===== config.mk =====
export PLATFORM = sky130hd
export DESIGN_NAME = spi_frame_integrity_monitor_top_flat
export DESIGN_NICKNAME = d
export VERILOG_FILES = /design/src/rtl/sfim_pkg.sv /design/src/rtl/sfim_if.sv /design/src/rtl/sfim_hist.sv /design/src/rtl/spi_frame_integrity_monitor_top.sv /design/src/flat_wrapper.sv
export SDC_FILE = /design/constraint.sdc
export NUM_CORES = 1
export LEC_CHECK = 0
export BUFFER_PORTS_ARGS = -buffer_cell sky130_fd_sc_hd__buf_2
export CORE_ASPECT_RATIO = 1.75
export CORE_UTILIZATION = 65
export DETAILED_ROUTE_END_ITERATION = 10
export PLACE_DENSITY_LB_ADDON = 0.1
export SLEW_MARGIN = 10
export SYNTH_ARGS = -nofsm -noshare
export SYNTH_HDL_FRONTEND = slang
export SYNTH_SLANG_ARGS = --single-unit

===== constraint.sdc =====
create_clock -name clk_i -period 15.5 [get_ports clk_i]
set_clock_uncertainty 0.05 [all_clocks]
set_input_delay 3.1 -clock clk_i [delete_from_list [all_inputs] [get_ports clk_i]]
set_output_delay 3.1 -clock clk_i [all_outputs]
set_load 0.01 [all_outputs]

===== src/rtl/sfim_pkg.sv =====
// ----------------------------------------------------------------------------
// SPI frame integrity monitor package
// Shared widths, verdict codes and the histogram update bundle.
// ----------------------------------------------------------------------------
`default_nettype none

package sfim_pkg;

  // Fixed field widths of the frame and the result beat.
  localparam int unsigned FRAME_W    = 16;
  localparam int unsigned HDR_W      = 4;
  localparam int unsigned DATA_W     = 8;
  localparam int unsigned OUT_CNT_W  = 16;
  localparam int unsigned HIST_DEPTH = 16;

  // Default width of the saturating counters.
  localparam int unsigned COUNT_BITS_DEF = 16;

  // Configuration register indexes.
  localparam logic CFG_MODE    = 1'b0;
  localparam logic CFG_CHANNEL = 1'b1;

  // Run verdict codes.
  typedef enum logic [1:0] {
    VERDICT_PASS       = 2'd0,
    VERDICT_STUCK_LOW  = 2'd1,
    VERDICT_STUCK_HIGH = 2'd2,
    VERDICT_WARN       = 2'd3
  } verdict_e;

  // Write-back request from the update stage to the histogram store.
  typedef struct packed {
    logic             en;
    logic             clear;
    logic [HDR_W-1:0] hdr;
  } hist_upd_t;

endpackage

`default_nettype wire


===== src/rtl/sfim_if.sv =====
// ----------------------------------------------------------------------------
// SPI frame integrity monitor channels
// Valid/ready channels for received frames and for run summaries.
// ----------------------------------------------------------------------------
`default_nettype none

interface sfim_frame_if;
  logic                           valid;
  logic                           ready;
  logic [sfim_pkg::FRAME_W-1:0]   rx_frame;
  logic                           first_of_run;
  logic                           last_of_run;

  modport source (output valid, rx_frame, first_of_run, last_of_run, input ready);
  modport sink   (input valid, rx_frame, first_of_run, last_of_run, output ready);
endinterface

interface sfim_result_if;
  logic                            valid;
  logic                            ready;
  logic [1:0]                      verdict;
  logic [sfim_pkg::OUT_CNT_W-1:0]  match_count;
  logic [sfim_pkg::OUT_CNT_W-1:0]  mismatch_count;
  logic [sfim_pkg::HDR_W-1:0]      most_seen_header;
  logic [sfim_pkg::OUT_CNT_W-1:0]  most_seen_count;
  logic [sfim_pkg::OUT_CNT_W-1:0]  stuck_zero_count;
  logic [sfim_pkg::OUT_CNT_W-1:0]  stuck_ones_count;
  logic [sfim_pkg::OUT_CNT_W-1:0]  repeat_count;
  logic [sfim_pkg::DATA_W-1:0]     data_min;
  logic [sfim_pkg::DATA_W-1:0]     data_max;
  logic [sfim_pkg::FRAME_W-1:0]    frame_min;
  logic [sfim_pkg::FRAME_W-1:0]    frame_max;

  modport source (output valid, verdict, match_count, mismatch_count, most_seen_header,
                  most_seen_count, stuck_zero_count, stuck_ones_count, repeat_count,
                  data_min, data_max, frame_min, frame_max, input ready);
  modport sink   (input valid, verdict, match_count, mismatch_count, most_seen_header,
                  most_seen_count, stuck_zero_count, stuck_ones_count, repeat_count,
                  data_min, data_max, frame_min, frame_max, output ready);
endinterface

`default_nettype wire


===== src/rtl/sfim_hist.sv =====
// ----------------------------------------------------------------------------
// Header histogram store
// Synchronous memory of per-header counts with valid bits for run clears
// and forwarding of a write-back that lands on the edge of the next read.
// ----------------------------------------------------------------------------
`default_nettype none

module sfim_hist #(
  parameter int unsigned CntW = sfim_pkg::COUNT_BITS_DEF
) (
  input  wire logic                       clk_i,
  input  wire logic                       rst_ni,
  input  wire logic                       lk_en_i,
  input  wire logic [sfim_pkg::HDR_W-1:0] lk_hdr_i,
  input  wire sfim_pkg::hist_upd_t        upd_i,
  input  wire logic [CntW-1:0]            upd_cnt_i,
  output logic      [CntW-1:0]            cnt_o
);
  import sfim_pkg::*;

  logic [CntW-1:0]       mem [HIST_DEPTH];
  logic [CntW-1:0]       rd_q;
  logic [CntW-1:0]       fwd_q;
  logic                  hit_q;
  logic [HDR_W-1:0]      hdr_q;
  logic [HIST_DEPTH-1:0] valid_q;

  // Memory write-back and registered lookup read.
  always_ff @(posedge clk_i) begin
    if (upd_i.en) begin
      mem[upd_i.hdr] <= upd_cnt_i;
    end
    if (lk_en_i) begin
      rd_q <= mem[lk_hdr_i];
    end
  end

  // Forwarding tag, last written count and per-entry valid bits.
  always_ff @(posedge clk_i or negedge rst_ni) begin
    if (!rst_ni) begin
      hit_q   <= 1'b0;
      hdr_q   <= '0;
      fwd_q   <= '0;
      valid_q <= '0;
    end else begin
      if (lk_en_i) begin
        hit_q <= upd_i.en && (upd_i.hdr == lk_hdr_i);
        hdr_q <= lk_hdr_i;
      end
      if (upd_i.en) begin
        fwd_q <= upd_cnt_i;
        if (upd_i.clear) begin
          valid_q <= HIST_DEPTH'(1) << upd_i.hdr;
        end else begin
          valid_q[upd_i.hdr] <= 1'b1;
        end
      end
    end
  end

  // An entry not written since the last run clear reads as zero.
  assign cnt_o = hit_q ? fwd_q : (valid_q[hdr_q] ? rd_q : '0);

endmodule

`default_nettype wire


===== src/rtl/spi_frame_integrity_monitor_top.sv =====
// A frame accepted into the stage register is counted as it leaves the stage; a
// summary beat loads into the output register as its last frame leaves, which
// waits while an earlier summary is held. Throughput: one frame per cycle unless
// a last frame waits on a held summary; the histogram read in the accept cycle
// and its write-back in the update cycle overlap through a forwarding path.
// Reset clears every statistic and both configuration registers at once.
// ----------------------------------------------------------------------------
// SPI frame integrity monitor
// Keeps header, match, stuck and range statistics over a run of frames and
// returns a summary with a verdict after the last frame of the run.
// ----------------------------------------------------------------------------
`default_nettype none

module spi_frame_integrity_monitor_top #(
  parameter int unsigned COUNT_BITS = sfim_pkg::COUNT_BITS_DEF
) (
  input  wire logic                         clk_i,
  input  wire logic                         rst_ni,
  input  wire logic                         cfg_we_i,
  input  wire logic                         cfg_idx_i,
  input  wire logic [sfim_pkg::HDR_W-1:0]   cfg_data_i,
  sfim_frame_if.sink                        frm_i,
  sfim_result_if.source                     res_o
);
  import sfim_pkg::*;

  localparam logic [COUNT_BITS-1:0] CNT_MAX = {COUNT_BITS{1'b1}};

  // Configuration registers.
  logic             mode_q;
  logic [HDR_W-1:0] chan_q;

  always_ff @(posedge clk_i or negedge rst_ni) begin
    if (!rst_ni) begin
      mode_q <= 1'b0;
      chan_q <= '0;
    end else if (cfg_we_i) begin
      case (cfg_idx_i)
        CFG_MODE:    mode_q <= cfg_data_i[0];
        CFG_CHANNEL: chan_q <= cfg_data_i;
        default:     mode_q <= mode_q;
      endcase
    end
  end

  // Handshake and stage control.
  logic s1_valid_q, s1_first_q, s1_last_q;
  logic [FRAME_W-1:0] s1_frame_q;
  logic res_valid_q, res_free, s1_adv, in_acc;

  assign res_free    = !res_valid_q || res_o.ready;
  assign s1_adv      = s1_valid_q && (!s1_last_q || res_free);
  assign frm_i.ready = !s1_valid_q || s1_adv;
  assign in_acc      = frm_i.valid && frm_i.ready;

  always_ff @(posedge clk_i or negedge rst_ni) begin
    if (!rst_ni) begin
      s1_valid_q <= 1'b0;
      s1_first_q <= 1'b0;
      s1_last_q  <= 1'b0;
      s1_frame_q <= '0;
    end else begin
      if (in_acc) begin
        s1_valid_q <= 1'b1;
        s1_first_q <= frm_i.first_of_run;
        s1_last_q  <= frm_i.last_of_run;
        s1_frame_q <= frm_i.rx_frame;
      end else if (s1_adv) begin
        s1_valid_q <= 1'b0;
      end
    end
  end

  // Run statistics.
  logic [HDR_W-1:0]      best_hdr_q;
  logic [COUNT_BITS-1:0] best_cnt_q, good_q, bad_q, zero_q, ones_q, rep_q;
  logic                  seen_q, all_zero_q, all_ones_q;
  logic [FRAME_W-1:0]    prev_q, lof_q, hif_q;
  logic [HDR_W-1:0]      ref_q;
  logic [DATA_W-1:0]     lod_q, hid_q;

  // Values at the start of this frame, with a run clear applied.
  logic [HDR_W-1:0]      b_best_hdr, b_ref;
  logic [COUNT_BITS-1:0] b_best_cnt, b_good, b_bad, b_zero, b_ones, b_rep;
  logic [FRAME_W-1:0]    b_prev, b_lof, b_hif;
  logic [DATA_W-1:0]     b_lod, b_hid;
  logic                  b_allz, b_allo, opening;

  always_comb begin
    b_best_hdr = s1_first_q ? '0 : best_hdr_q;
    b_best_cnt = s1_first_q ? '0 : best_cnt_q;
    b_good     = s1_first_q ? '0 : good_q;
    b_bad      = s1_first_q ? '0 : bad_q;
    b_zero     = s1_first_q ? '0 : zero_q;
    b_ones     = s1_first_q ? '0 : ones_q;
    b_rep      = s1_first_q ? '0 : rep_q;
    b_prev     = s1_first_q ? '1 : prev_q;
    b_ref      = s1_first_q ? '0 : ref_q;
    b_lod      = s1_first_q ? '1 : lod_q;
    b_hid      = s1_first_q ? '0 : hid_q;
    b_lof      = s1_first_q ? '1 : lof_q;
    b_hif      = s1_first_q ? '0 : hif_q;
    b_allz     = s1_first_q ? 1'b1 : all_zero_q;
    b_allo     = s1_first_q ? 1'b1 : all_ones_q;
    opening    = s1_first_q || !seen_q;
  end

  // Histogram store.
  hist_upd_t             upd;
  logic [COUNT_BITS-1:0] hist_rd, hist_old, hist_new;
  logic [HDR_W-1:0]      hdr;
  logic [DATA_W-1:0]     data;

  assign hdr  = s1_frame_q[FRAME_W-1 -: HDR_W];
  assign data = s1_frame_q[FRAME_W-HDR_W-1 -: DATA_W];

  assign upd.en    = s1_adv;
  assign upd.clear = s1_first_q;
  assign upd.hdr   = hdr;

  sfim_hist #(
    .CntW (COUNT_BITS)
  ) u_hist (
    .clk_i     (clk_i),
    .rst_ni    (rst_ni),
    .lk_en_i   (in_acc),
    .lk_hdr_i  (frm_i.rx_frame[FRAME_W-1 -: HDR_W]),
    .upd_i     (upd),
    .upd_cnt_i (hist_new),
    .cnt_o     (hist_rd)
  );

  assign hist_old = s1_first_q ? '0 : hist_rd;
  assign hist_new = (hist_old == CNT_MAX) ? hist_old : hist_old + 1'b1;

  // Per-frame updates.
  logic                  take_best, judge, good_hit, is_zero, is_ones, is_rep;
  logic [HDR_W-1:0]      n_best_hdr;
  logic [COUNT_BITS-1:0] n_best_cnt, n_good, n_bad, n_zero, n_ones, n_rep;
  logic [FRAME_W-1:0]    n_lof, n_hif;
  logic [DATA_W-1:0]     n_lod, n_hid;
  logic                  n_allz, n_allo;

  always_comb begin
    take_best  = (hist_new > b_best_cnt) || ((hist_new == b_best_cnt) && (hdr < b_best_hdr));
    n_best_hdr = take_best ? hdr : b_best_hdr;
    n_best_cnt = take_best ? hist_new : b_best_cnt;

    judge    = !mode_q || !opening;
    good_hit = mode_q ? (hdr == b_ref) : (hdr == chan_q);
    n_good   = (judge && good_hit && (b_good != CNT_MAX)) ? b_good + 1'b1 : b_good;
    n_bad    = (judge && !good_hit && (b_bad != CNT_MAX)) ? b_bad + 1'b1 : b_bad;

    is_zero = (s1_frame_q == '0);
    is_ones = (s1_frame_q == '1);
    is_rep  = !opening && (s1_frame_q == b_prev);
    n_zero  = (is_zero && (b_zero != CNT_MAX)) ? b_zero + 1'b1 : b_zero;
    n_ones  = (is_ones && (b_ones != CNT_MAX)) ? b_ones + 1'b1 : b_ones;
    n_rep   = (is_rep && (b_rep != CNT_MAX)) ? b_rep + 1'b1 : b_rep;
    n_allz  = b_allz && is_zero;
    n_allo  = b_allo && is_ones;

    n_lof = (s1_frame_q < b_lof) ? s1_frame_q : b_lof;
    n_hif = (s1_frame_q > b_hif) ? s1_frame_q : b_hif;
    n_lod = (data < b_lod) ? data : b_lod;
    n_hid = (data > b_hid) ? data : b_hid;
  end

  // Statistics registers.
  always_ff @(posedge clk_i or negedge rst_ni) begin
    if (!rst_ni) begin
      best_hdr_q <= '0;
      best_cnt_q <= '0;
      good_q     <= '0;
      bad_q      <= '0;
      zero_q     <= '0;
      ones_q     <= '0;
      rep_q      <= '0;
      seen_q     <= 1'b0;
      prev_q     <= '1;
      ref_q      <= '0;
      lod_q      <= '1;
      hid_q      <= '0;
      lof_q      <= '1;
      hif_q      <= '0;
      all_zero_q <= 1'b1;
      all_ones_q <= 1'b1;
    end else if (s1_adv) begin
      best_hdr_q <= n_best_hdr;
      best_cnt_q <= n_best_cnt;
      good_q     <= n_good;
      bad_q      <= n_bad;
      zero_q     <= n_zero;
      ones_q     <= n_ones;
      rep_q      <= n_rep;
      seen_q     <= 1'b1;
      prev_q     <= s1_frame_q;
      ref_q      <= hdr;
      lod_q      <= n_lod;
      hid_q      <= n_hid;
      lof_q      <= n_lof;
      hif_q      <= n_hif;
      all_zero_q <= n_allz;
      all_ones_q <= n_allo;
    end
  end

  // Verdict: stuck-low over stuck-high over warning.
  verdict_e verdict;

  always_comb begin
    if (n_allz) begin
      verdict = VERDICT_STUCK_LOW;
    end else if (n_allo) begin
      verdict = VERDICT_STUCK_HIGH;
    end else if (n_bad != '0) begin
      verdict = VERDICT_WARN;
    end else begin
      verdict = VERDICT_PASS;
    end
  end

  // Output register for the summary beat.
  always_ff @(posedge clk_i or negedge rst_ni) begin
    if (!rst_ni) begin
      res_valid_q <= 1'b0;
    end else if (s1_adv && s1_last_q) begin
      res_valid_q <= 1'b1;
    end else if (res_o.ready) begin
      res_valid_q <= 1'b0;
    end
  end

  always_ff @(posedge clk_i) begin
    if (s1_adv && s1_last_q) begin
      res_o.verdict          <= verdict;
      res_o.match_count      <= OUT_CNT_W'(n_good);
      res_o.mismatch_count   <= OUT_CNT_W'(n_bad);
      res_o.most_seen_header <= n_best_hdr;
      res_o.most_seen_count  <= OUT_CNT_W'(n_best_cnt);
      res_o.stuck_zero_count <= OUT_CNT_W'(n_zero);
      res_o.stuck_ones_count <= OUT_CNT_W'(n_ones);
      res_o.repeat_count     <= OUT_CNT_W'(n_rep);
      res_o.data_min         <= n_lod;
      res_o.data_max         <= n_hid;
      res_o.frame_min        <= n_lof;
      res_o.frame_max        <= n_hif;
    end
  end

  assign res_o.valid = res_valid_q;

`ifndef SYNTHESIS
  // The input side only stalls behind a last frame that cannot hand off its summary.
  a_stall_cause: assert property (@(posedge clk_i) disable iff (!rst_ni)
    !frm_i.ready |-> (s1_valid_q && s1_last_q && res_valid_q && !res_o.ready))
    else $error("input stalled without a blocked summary");

  // The tracked best count never falls below the count just written back.
  a_best_covers: assert property (@(posedge clk_i) disable iff (!rst_ni)
    s1_adv |=> (best_cnt_q >= $past(hist_new)))
    else $error("best header count below a histogram entry");

  // Once a frame is counted the frame and data ranges are ordered.
  a_frame_range: assert property (@(posedge clk_i) disable iff (!rst_ni)
    seen_q |-> (lof_q <= hif_q && lod_q <= hid_q))
    else $error("minimum above maximum");
`endif

endmodule

`default_nettype wire


===== src/flat_wrapper.sv =====
// flat-port wrapper written by rule: the top's interface ports become plain ports
module spi_frame_integrity_monitor_top_flat import sfim_pkg::*;
#(
  parameter int unsigned COUNT_BITS = sfim_pkg::COUNT_BITS_DEF
)
  (clk_i, rst_ni, cfg_we_i, cfg_idx_i, cfg_data_i, frm_i_valid, frm_i_rx_frame, frm_i_first_of_run, frm_i_last_of_run, frm_i_ready, res_o_valid, res_o_verdict, res_o_match_count, res_o_mismatch_count, res_o_most_seen_header, res_o_most_seen_count, res_o_stuck_zero_count, res_o_stuck_ones_count, res_o_repeat_count, res_o_data_min, res_o_data_max, res_o_frame_min, res_o_frame_max, res_o_ready);
  sfim_frame_if frm_i_i ();
  sfim_result_if res_o_i ();
  input  wire logic clk_i;
  input  wire logic rst_ni;
  input  wire logic cfg_we_i;
  input  wire logic cfg_idx_i;
  input  wire logic [sfim_pkg::HDR_W-1:0] cfg_data_i;
  input wire logic [$bits(frm_i_i.valid)-1:0] frm_i_valid;
  input wire logic [$bits(frm_i_i.rx_frame)-1:0] frm_i_rx_frame;
  input wire logic [$bits(frm_i_i.first_of_run)-1:0] frm_i_first_of_run;
  input wire logic [$bits(frm_i_i.last_of_run)-1:0] frm_i_last_of_run;
  output wire logic [$bits(frm_i_i.ready)-1:0] frm_i_ready;
  output wire logic [$bits(res_o_i.valid)-1:0] res_o_valid;
  output wire logic [$bits(res_o_i.verdict)-1:0] res_o_verdict;
  output wire logic [$bits(res_o_i.match_count)-1:0] res_o_match_count;
  output wire logic [$bits(res_o_i.mismatch_count)-1:0] res_o_mismatch_count;
  output wire logic [$bits(res_o_i.most_seen_header)-1:0] res_o_most_seen_header;
  output wire logic [$bits(res_o_i.most_seen_count)-1:0] res_o_most_seen_count;
  output wire logic [$bits(res_o_i.stuck_zero_count)-1:0] res_o_stuck_zero_count;
  output wire logic [$bits(res_o_i.stuck_ones_count)-1:0] res_o_stuck_ones_count;
  output wire logic [$bits(res_o_i.repeat_count)-1:0] res_o_repeat_count;
  output wire logic [$bits(res_o_i.data_min)-1:0] res_o_data_min;
  output wire logic [$bits(res_o_i.data_max)-1:0] res_o_data_max;
  output wire logic [$bits(res_o_i.frame_min)-1:0] res_o_frame_min;
  output wire logic [$bits(res_o_i.frame_max)-1:0] res_o_frame_max;
  input wire logic [$bits(res_o_i.ready)-1:0] res_o_ready;
  assign frm_i_i.valid = frm_i_valid;
  assign frm_i_i.rx_frame = frm_i_rx_frame;
  assign frm_i_i.first_of_run = frm_i_first_of_run;
  assign frm_i_i.last_of_run = frm_i_last_of_run;
  assign frm_i_ready = frm_i_i.ready;
  assign res_o_valid = res_o_i.valid;
  assign res_o_verdict = res_o_i.verdict;
  assign res_o_match_count = res_o_i.match_count;
  assign res_o_mismatch_count = res_o_i.mismatch_count;
  assign res_o_most_seen_header = res_o_i.most_seen_header;
  assign res_o_most_seen_count = res_o_i.most_seen_count;
  assign res_o_stuck_zero_count = res_o_i.stuck_zero_count;
  assign res_o_stuck_ones_count = res_o_i.stuck_ones_count;
  assign res_o_repeat_count = res_o_i.repeat_count;
  assign res_o_data_min = res_o_i.data_min;
  assign res_o_data_max = res_o_i.data_max;
  assign res_o_frame_min = res_o_i.frame_min;
  assign res_o_frame_max = res_o_i.frame_max;
  assign res_o_i.ready = res_o_ready;
  spi_frame_integrity_monitor_top #(.COUNT_BITS(COUNT_BITS)) u_core (.clk_i(clk_i), .rst_ni(rst_ni), .cfg_we_i(cfg_we_i), .cfg_idx_i(cfg_idx_i), .cfg_data_i(cfg_data_i), .frm_i(frm_i_i), .res_o(res_o_i));
endmodule

After elaboration in Yosys (flattened, before gate mapping)
Memory sizes are Yosys's and may differ from the RTL's. A register that Yosys moved wholly into a read port is not among the register bits.
Index checks and enable logic that the tools add are counted.
- add/subtract/negate cells: 6
- multipliers: 0
- divide/modulo/power cells: 0
- order comparisons: 9
- equal/unequal tests: 12
- shift operators: 1
- muxes and demuxes: 44
- bitwise gates (word level): 2
- reductions and logical operators: 35
- operators with widths (cell ; count):
    16-bit 2-to-1 mux ; 22
    16-bit by 1-bit adder with 16-bit output (second input constant) ; 6
    16-bit inequality test (second input constant) ; 5
    16-bit equality test ; 2
    16-bit equality test (second input constant) ; 2
    16-bit > comparator ; 2
    8-bit 2-to-1 mux ; 4
    1-bit logical AND ; 16
    16-bit zero test ; 1
    16-bit < comparator ; 1
    16-bit bitwise OR ; 1
    16-bit nonzero test ; 1
    1-bit by 4-bit << shifter with 16-bit output (first input constant) ; 1
    4-bit equality test ; 3
    4-bit 2-to-1 mux ; 3
    1-bit 2-to-1 mux ; 11
    4-bit by 5-bit < comparator with 1-bit output (second input constant) ; 2
    8-bit > comparator ; 1
    8-bit < comparator ; 1
    1-bit zero test ; 7
    1-bit logical OR ; 6
    1-bit binary-select mux with 4-bit select ; 1
    1-bit demux with 4-bit select ; 1
    4-bit by 1-bit >= comparator with 1-bit output (second input constant) ; 1
    other kinds (5) ; 8
- register bits: 383
- bits in latches: 0
- memory bits (writable): 256
- memory bits (read-only): 0
- output and inout bits: 152
- word-level logic and storage cells: 149
- memories kept: 1
- memory list (name ; depth ; bits a word ; rd ports ; clocked after memory_dff ; wr ports ; RTL line ; RTL):
    u_core.u_hist.mem ; 16 ; 16 ; 1 ; 1 ; 1 ; sfim_hist.sv:21 ; logic [CntW-1:0] mem [HIST_DEPTH];

Longest topological paths before layout
- depth after elaboration: 11
- depth in mapped cells: 26
- depth with buffers taken out: 22

By module
From an unflattened synthesis, not the netlist that was laid out.
- cell total of the unflattened synthesis: 2398
- area total of the unflattened synthesis: 30665.7 um2
- modules (own cells, without submodules) (module ; instances ; cells an instance ; area each (um2) ; sequential area each (um2)):
    spi_frame_integrity_monitor_top ; 1 ; 1826 ; 18501.5 ; 9461.6
    sfim_hist ; 1 ; 572 ; 12164.2 ; 9093.7

Worst setup path before layout
OpenSTA, ideal clock, no wires.
- kind: input -> register
- from: input port res_o_ready
- to: register u_core.res_valid_q (netlist: u_core.res_o.valid)
- library setup time: 87 ps
- arrival time: 7175 ps
- setup slack: 8188 ps
- cell stages on the path: 4
- path through: nor2b_1 nand2_1 and3_1 or2_2
- word-level cells in the longest chain between the ends: 5
- elaborated cells on any way between the ends: 6
- those cells by class: 1 x mux; 5 x reduce/logical
- ends and longest elaborated chain (what ; RTL line ; RTL):
    from (decl) ; flat_wrapper.sv:32 ; input wire logic [$bits(res_o_i.ready)-1:0] res_o_ready;
    1-bit logical OR ; spi_frame_integrity_monitor_top.sv:51 ; assign res_free = !res_valid_q || res_o.ready;
    1-bit logical OR ; spi_frame_integrity_monitor_top.sv:52 ; assign s1_adv = s1_valid_q && (!s1_last_q || res_free);
    1-bit logical AND ; spi_frame_integrity_monitor_top.sv:52 ;
    1-bit logical AND ; spi_frame_integrity_monitor_top.sv:227 ; end else if (s1_adv && s1_last_q) begin
    1-bit 2-to-1 mux / 2-bit nonzero test (equally long branches) ; - ;
    to (signal assigned) ; spi_frame_integrity_monitor_top.sv:226 ; res_valid_q <= 1'b0;
    to (signal assigned) ; spi_frame_integrity_monitor_top.sv:228 ; res_valid_q <= 1'b1;
    to (signal assigned) ; spi_frame_integrity_monitor_top.sv:230 ; res_valid_q <= 1'b0;
    to (decl) ; spi_frame_integrity_monitor_top.sv:49 ; logic res_valid_q, res_free, s1_adv, in_acc;
Parallel ways exist; a longest one is shown, timed or not.
A chain may end at the register's enable or synchronous reset.

Final worst setup path
- from: register u_core.u_hist.hdr_q[3]
- to: register u_core.best_cnt_q[8]
- word-level cells in the longest chain between the ends: 11
- elaborated cells on any way between the ends: 13
- those cells by class: 1 x add/sub; 1 x order compare; 2 x eq/ne; 7 x mux; 2 x reduce/logical
- ends and longest elaborated chain (what ; RTL line ; RTL):
    from (decl) ; sfim_hist.sv:25 ; logic [HDR_W-1:0] hdr_q;
    from (signal assigned) ; sfim_hist.sv:48 ; hdr_q <= lk_hdr_i;
    1-bit binary-select mux with 4-bit select * ; sfim_hist.sv:62 ; assign cnt_o = hit_q ? fwd_q : (valid_q[hdr_q] ? rd_q : '0);
    1-bit 2-to-1 mux (not written as such) * ; sfim_hist.sv:62 ;
    16-bit 2-to-1 mux * (2 in a row) ; sfim_hist.sv:62 ;
    16-bit 2-to-1 mux * ; spi_frame_integrity_monitor_top.sv:133 ; assign hist_old = s1_first_q ? '0 : hist_rd;
    16-bit by 1-bit adder with 16-bit output / 16-bit equality test (equally long branches) ; spi_frame_integrity_monitor_top.sv:134 ; assign hist_new = (hist_old == CNT_MAX) ? hist_old : hist_old + 1'b1;
    16-bit 2-to-1 mux * ; spi_frame_integrity_monitor_top.sv:134 ;
    named net u_core.hist_new[9] ; spi_frame_integrity_monitor_top.sv:110 ; logic [COUNT_BITS-1:0] hist_rd, hist_old, hist_new;
    branches (longest 2 deep; another with 16-bit > comparator) ; - ;
    1-bit logical OR * ; spi_frame_integrity_monitor_top.sv:145 ; take_best = (hist_new > b_best_cnt) || ((hist_new == b_best_cnt) && (hdr < b_best_hdr));
    16-bit 2-to-1 mux * ; spi_frame_integrity_monitor_top.sv:147 ; n_best_cnt = take_best ? hist_new : b_best_cnt;
    to (signal assigned) ; spi_frame_integrity_monitor_top.sv:190 ; best_cnt_q <= n_best_cnt;
    to (decl) ; spi_frame_integrity_monitor_top.sv:76 ; logic [COUNT_BITS-1:0] best_cnt_q, good_q, bad_q, zero_q, ones_q, rep_q;
Mark *: on every way through the listed nets, which the timed path passes. The select of a mux whose other input is x is not followed.

==> results.md <==
- Status: completed
- Worst Path Buf+Inv: 3
- CP dominant cell by count: nand2_1
- Worst hold path class: flip-flop to flip-flop
- Hold EP: u_core.seen_q
- Net Count, Synth: 2512
- Worst EP required: 15920 ps
- Routed length per instance: 24.3 um
- Critical path peak fanout: 17
- DIE AREA: 47400 um^2
- CP cell instances: buf_4, mux2_1, o2bb2ai_2, nor3_2, o41ai_1, and2_0, ha_1, and3_1, a21oi_2, nor4_4, nor4_1, xor2_1, inv_1, ha_1, nand2_1, nor4_1, o2111ai_1, nand2_1, buf_4, a21o_1, nand2_1, o21ai_0
- GRT overflow: 0
- RSZ-0062 raised after global routing: false
- Ys async rst share: 0.352
- Area of the mapped netlist: 30200 um^2
- Post-synth cell types: 87
- P_sw: 1.39 mW
- Cell taking the most area after synthesis: edfxtp_1
- Logic pwr share: 0.215
- Cell Count Post-Placement: 3083
- Commonest cells in the netlist: edfxtp_1 (422), nand2_1 (388), nor2_1 (202)
- DR pass1 iterations: 6
- PwrDens: 139 nW/um^2
- Post-layout net count: 2656
- Vias in the first global route: 20800
- Critical path's slowest cell: nor3_2
- Worst Path Arrival: 8480 ps
- Placement Setup Slack: 7700 ps
- Total Wirelength: 77.4 mm
- Max-cap violation count: 0
- Clock slew seen by the registers of the worst setup and hold paths: 70 ps
- Vias: 20300
- DR vias/cell: 6.36
- Post-synth EDFFs: 422
- RR Endpoint: u_core.best_cnt_q[8]
- Leakage Power: 13.6 nW
- Post-CTS Setup Inserts: 0
- Max reg flops: 256
- Reg2Reg Depth: 22
- Startpoint Class: flip-flop
- CP delay by family, top: simple AND/OR/NAND/NOR gates
- Core region area: 45900 um^2
- Final slew viol count: 0
- Predominant post-synthesis flop cell: edfxtp_1
- Register share of total power: 0.482
- Final period utilization: 0.520
- Width of the chip: 165 um
- Post-CTS sizing: 0
- Clock group share of total power: 0.303
- CTS tree: built
- Worst vdd ir: 0.000120 V
- Hold buffers post-CTS: 0
- Ant. Diodes: 0
- Reg-to-reg startpoint: u_core.u_hist.hdr_q[3]
- Synthesized area per cell: 12.5 um^2
- CTS Buf Count: 55
- CP Class: flip-flop to flip-flop
- Initial Utilization: 0.658
- Final worst slack: 7440 ps
- Share of post-route cells with drive strength above 1: 0.193
- H-tree depth: 2
- Largest net degree at the start of global routing: 90
- I/O pin count: 180
- Seq/Total Area, Yosys: 0.611
- Hold path start: u_core.seen_q
- Final core utilization: 0.730
- Max-Slew Margin vs Limit: 0.194
- DRC: 0
- DRT antenna net count: 0
- First-pass GRT wire length: 118 mm
- Largest stage delay on the critical path: 750 ps
- Height of the die: 287 um
- Hold Path Depth: 1
- Yosys reg bits: 651
- Row cnt: 104
- Peak Freq: 124 MHz
- Worst-margin pin slew: 1200 ps
- Net Sw Frac: 0.297
- Area share of the largest cell type after synthesis: 0.419
- Initial antenna violation count: 2
- # port buffers: 179
- Clk sinks: 651
- Period minus WS final: 8060 ps
- Crit. End Element: flip-flop
- FILL cells: 3062
- P_int: 3.28 mW
- Most flops, register: u_core.u_hist.mem
- Final setup fails: 0
- Clock Path Buffers: 3
- Final non-filler cell total: 3187
- Area growth from synthesis to layout: 11.0%
- Hold Fails Final Rpt: 0
- Cells after synthesis: 2413
- Hpwl dp: 50.4 mm
- GPL Wtd Cong: 0.930
- Final setup TNS: 0 ps
- Worst-Skew Late Latency: 610 ps
- Tot GR Track Use: 0.336
- R2R setup slack: 7440 ps
- Cells taking the most area after synthesis: edfxtp_1 (42%), dfrtp_1 (15%), mux4_2 (6.0%), nand2_1 (4.8%), dfstp_2 (3.7%)
- Root Buffer: clkbuf_16
- Yosys Warn Count: 0
- Drt initial violations: 2046
- Count leader, synth: edfxtp_1
how the worst max path moves through the flow:
stage / start / end / cells after the start
after global placement: u_core.u_hist.hdr_q[3] / u_core.best_cnt_q[5] / 22
after floorplan: res_o_ready / u_core.res_o.valid / 4
after global routing: u_core.u_hist.hdr_q[3] / u_core.best_cnt_q[8] / 22
after detailed placement: u_core.u_hist.hdr_q[3] / u_core.best_cnt_q[8] / 22
after CTS: u_core.u_hist.hdr_q[3] / u_core.best_cnt_q[8] / 22
final: u_core.u_hist.hdr_q[3] / u_core.best_cnt_q[8] / 22
metal layers:
| metal | wire length [um] | vias up | global-route usage |
|---|---|---|---|
| met5 | 29 | - | 0 |
| met4 | 5610 | 4 | 0.225 |
| met3 | 3860 | 277 | 0.0398 |
| met2 | 40600 | 838 | 0.590 |
| met1 | 27300 | 10100 | 0.382 |
| li1 | - | 9061 | - |
power groups by stage:
stage / clock, mW / sequential, mW / combinational (mW)
after global placement: 0 / 2.27 / 0.952
after detailed placement: 0 / 2.28 / 0.987
after floorplan: 0 / 2.25 / 0.678
after CTS: 1.43 / 2.24 / 0.996
after global routing: 1.48 / 2.26 / 1.09
final: 1.41 / 2.25 / 1.00
cells in the final DEF (no fill, tap or decap), types with 25 or more instances in the layout:
| master | netlist | routed |
|---|---|---|
| o21ai_0 | 100 | 99 |
| a21oi_1 | 67 | 67 |
| ha_1 | 71 | 71 |
| nand3_1 | 45 | 45 |
| nand4_1 | 33 | 33 |
| nand2_1 | 388 | 387 |
| nor2b_1 | 54 | 54 |
| clkbuf_16 | 0 | 55 |
| buf_2 | 8 | 177 |
| a21o_1 | 39 | 39 |
| xor2_1 | 34 | 34 |
| inv_1 | 44 | 43 |
| edfxtp_1 | 422 | 422 |
| buf_4 | 1 | 45 |
| xnor2_1 | 62 | 62 |
| mux2i_1 | 76 | 76 |
| dfstp_2 | 42 | 42 |
| mux2_2 | 38 | 38 |
| mux4_2 | 80 | 80 |
| nor3_1 | 29 | 25 |
| nor2_1 | 202 | 202 |
| nand2b_1 | 25 | 25 |
| dfrtp_1 | 187 | 186 |
area by class of cell:
cell class / count / area, um^2 / share of cell area
clock buffers: 82 / 1580 / 0.0470
well taps: 583 / 729 / 0.0217
flip-flops and latches: 651 / 18500 / 0.550
clock inverters: 22 / 253 / 0.00754
inverters: 46 / 173 / 0.00515
multi-input cells: 1580 / 11100 / 0.331
repair buffers: 223 / 1240 / 0.0369
stage by stage:
step / total power [mW] / area (um^2) / hold slack, ps
finish: 4.66 / 33500 / 408
global route: 4.84 / 33500 / 436
CTS: 4.67 / 33500 / 414
detailed placement: 3.26 / 31700 / 397
global placement: 3.22 / 31700 / 392
floorplan: 2.93 / 30200 / 376
cell families (layout without fill, tap and decap cells):
kind of cell | Yosys count | count (layout) | share of synthesized area
buffers and inverters | 182 | 373 | 0.0238
AND/OR/NAND/NOR | 878 | 878 | 0.133
AO/OA/AOI/OAI | 338 | 338 | 0.0744
flip-flops | 651 | 651 | 0.611
adder cells (fa/ha/maj) | 71 | 71 | 0.0294
XOR/XNOR | 97 | 97 | 0.0284
multiplexers | 196 | 196 | 0.0998
(Power assumes the default switching activity.)
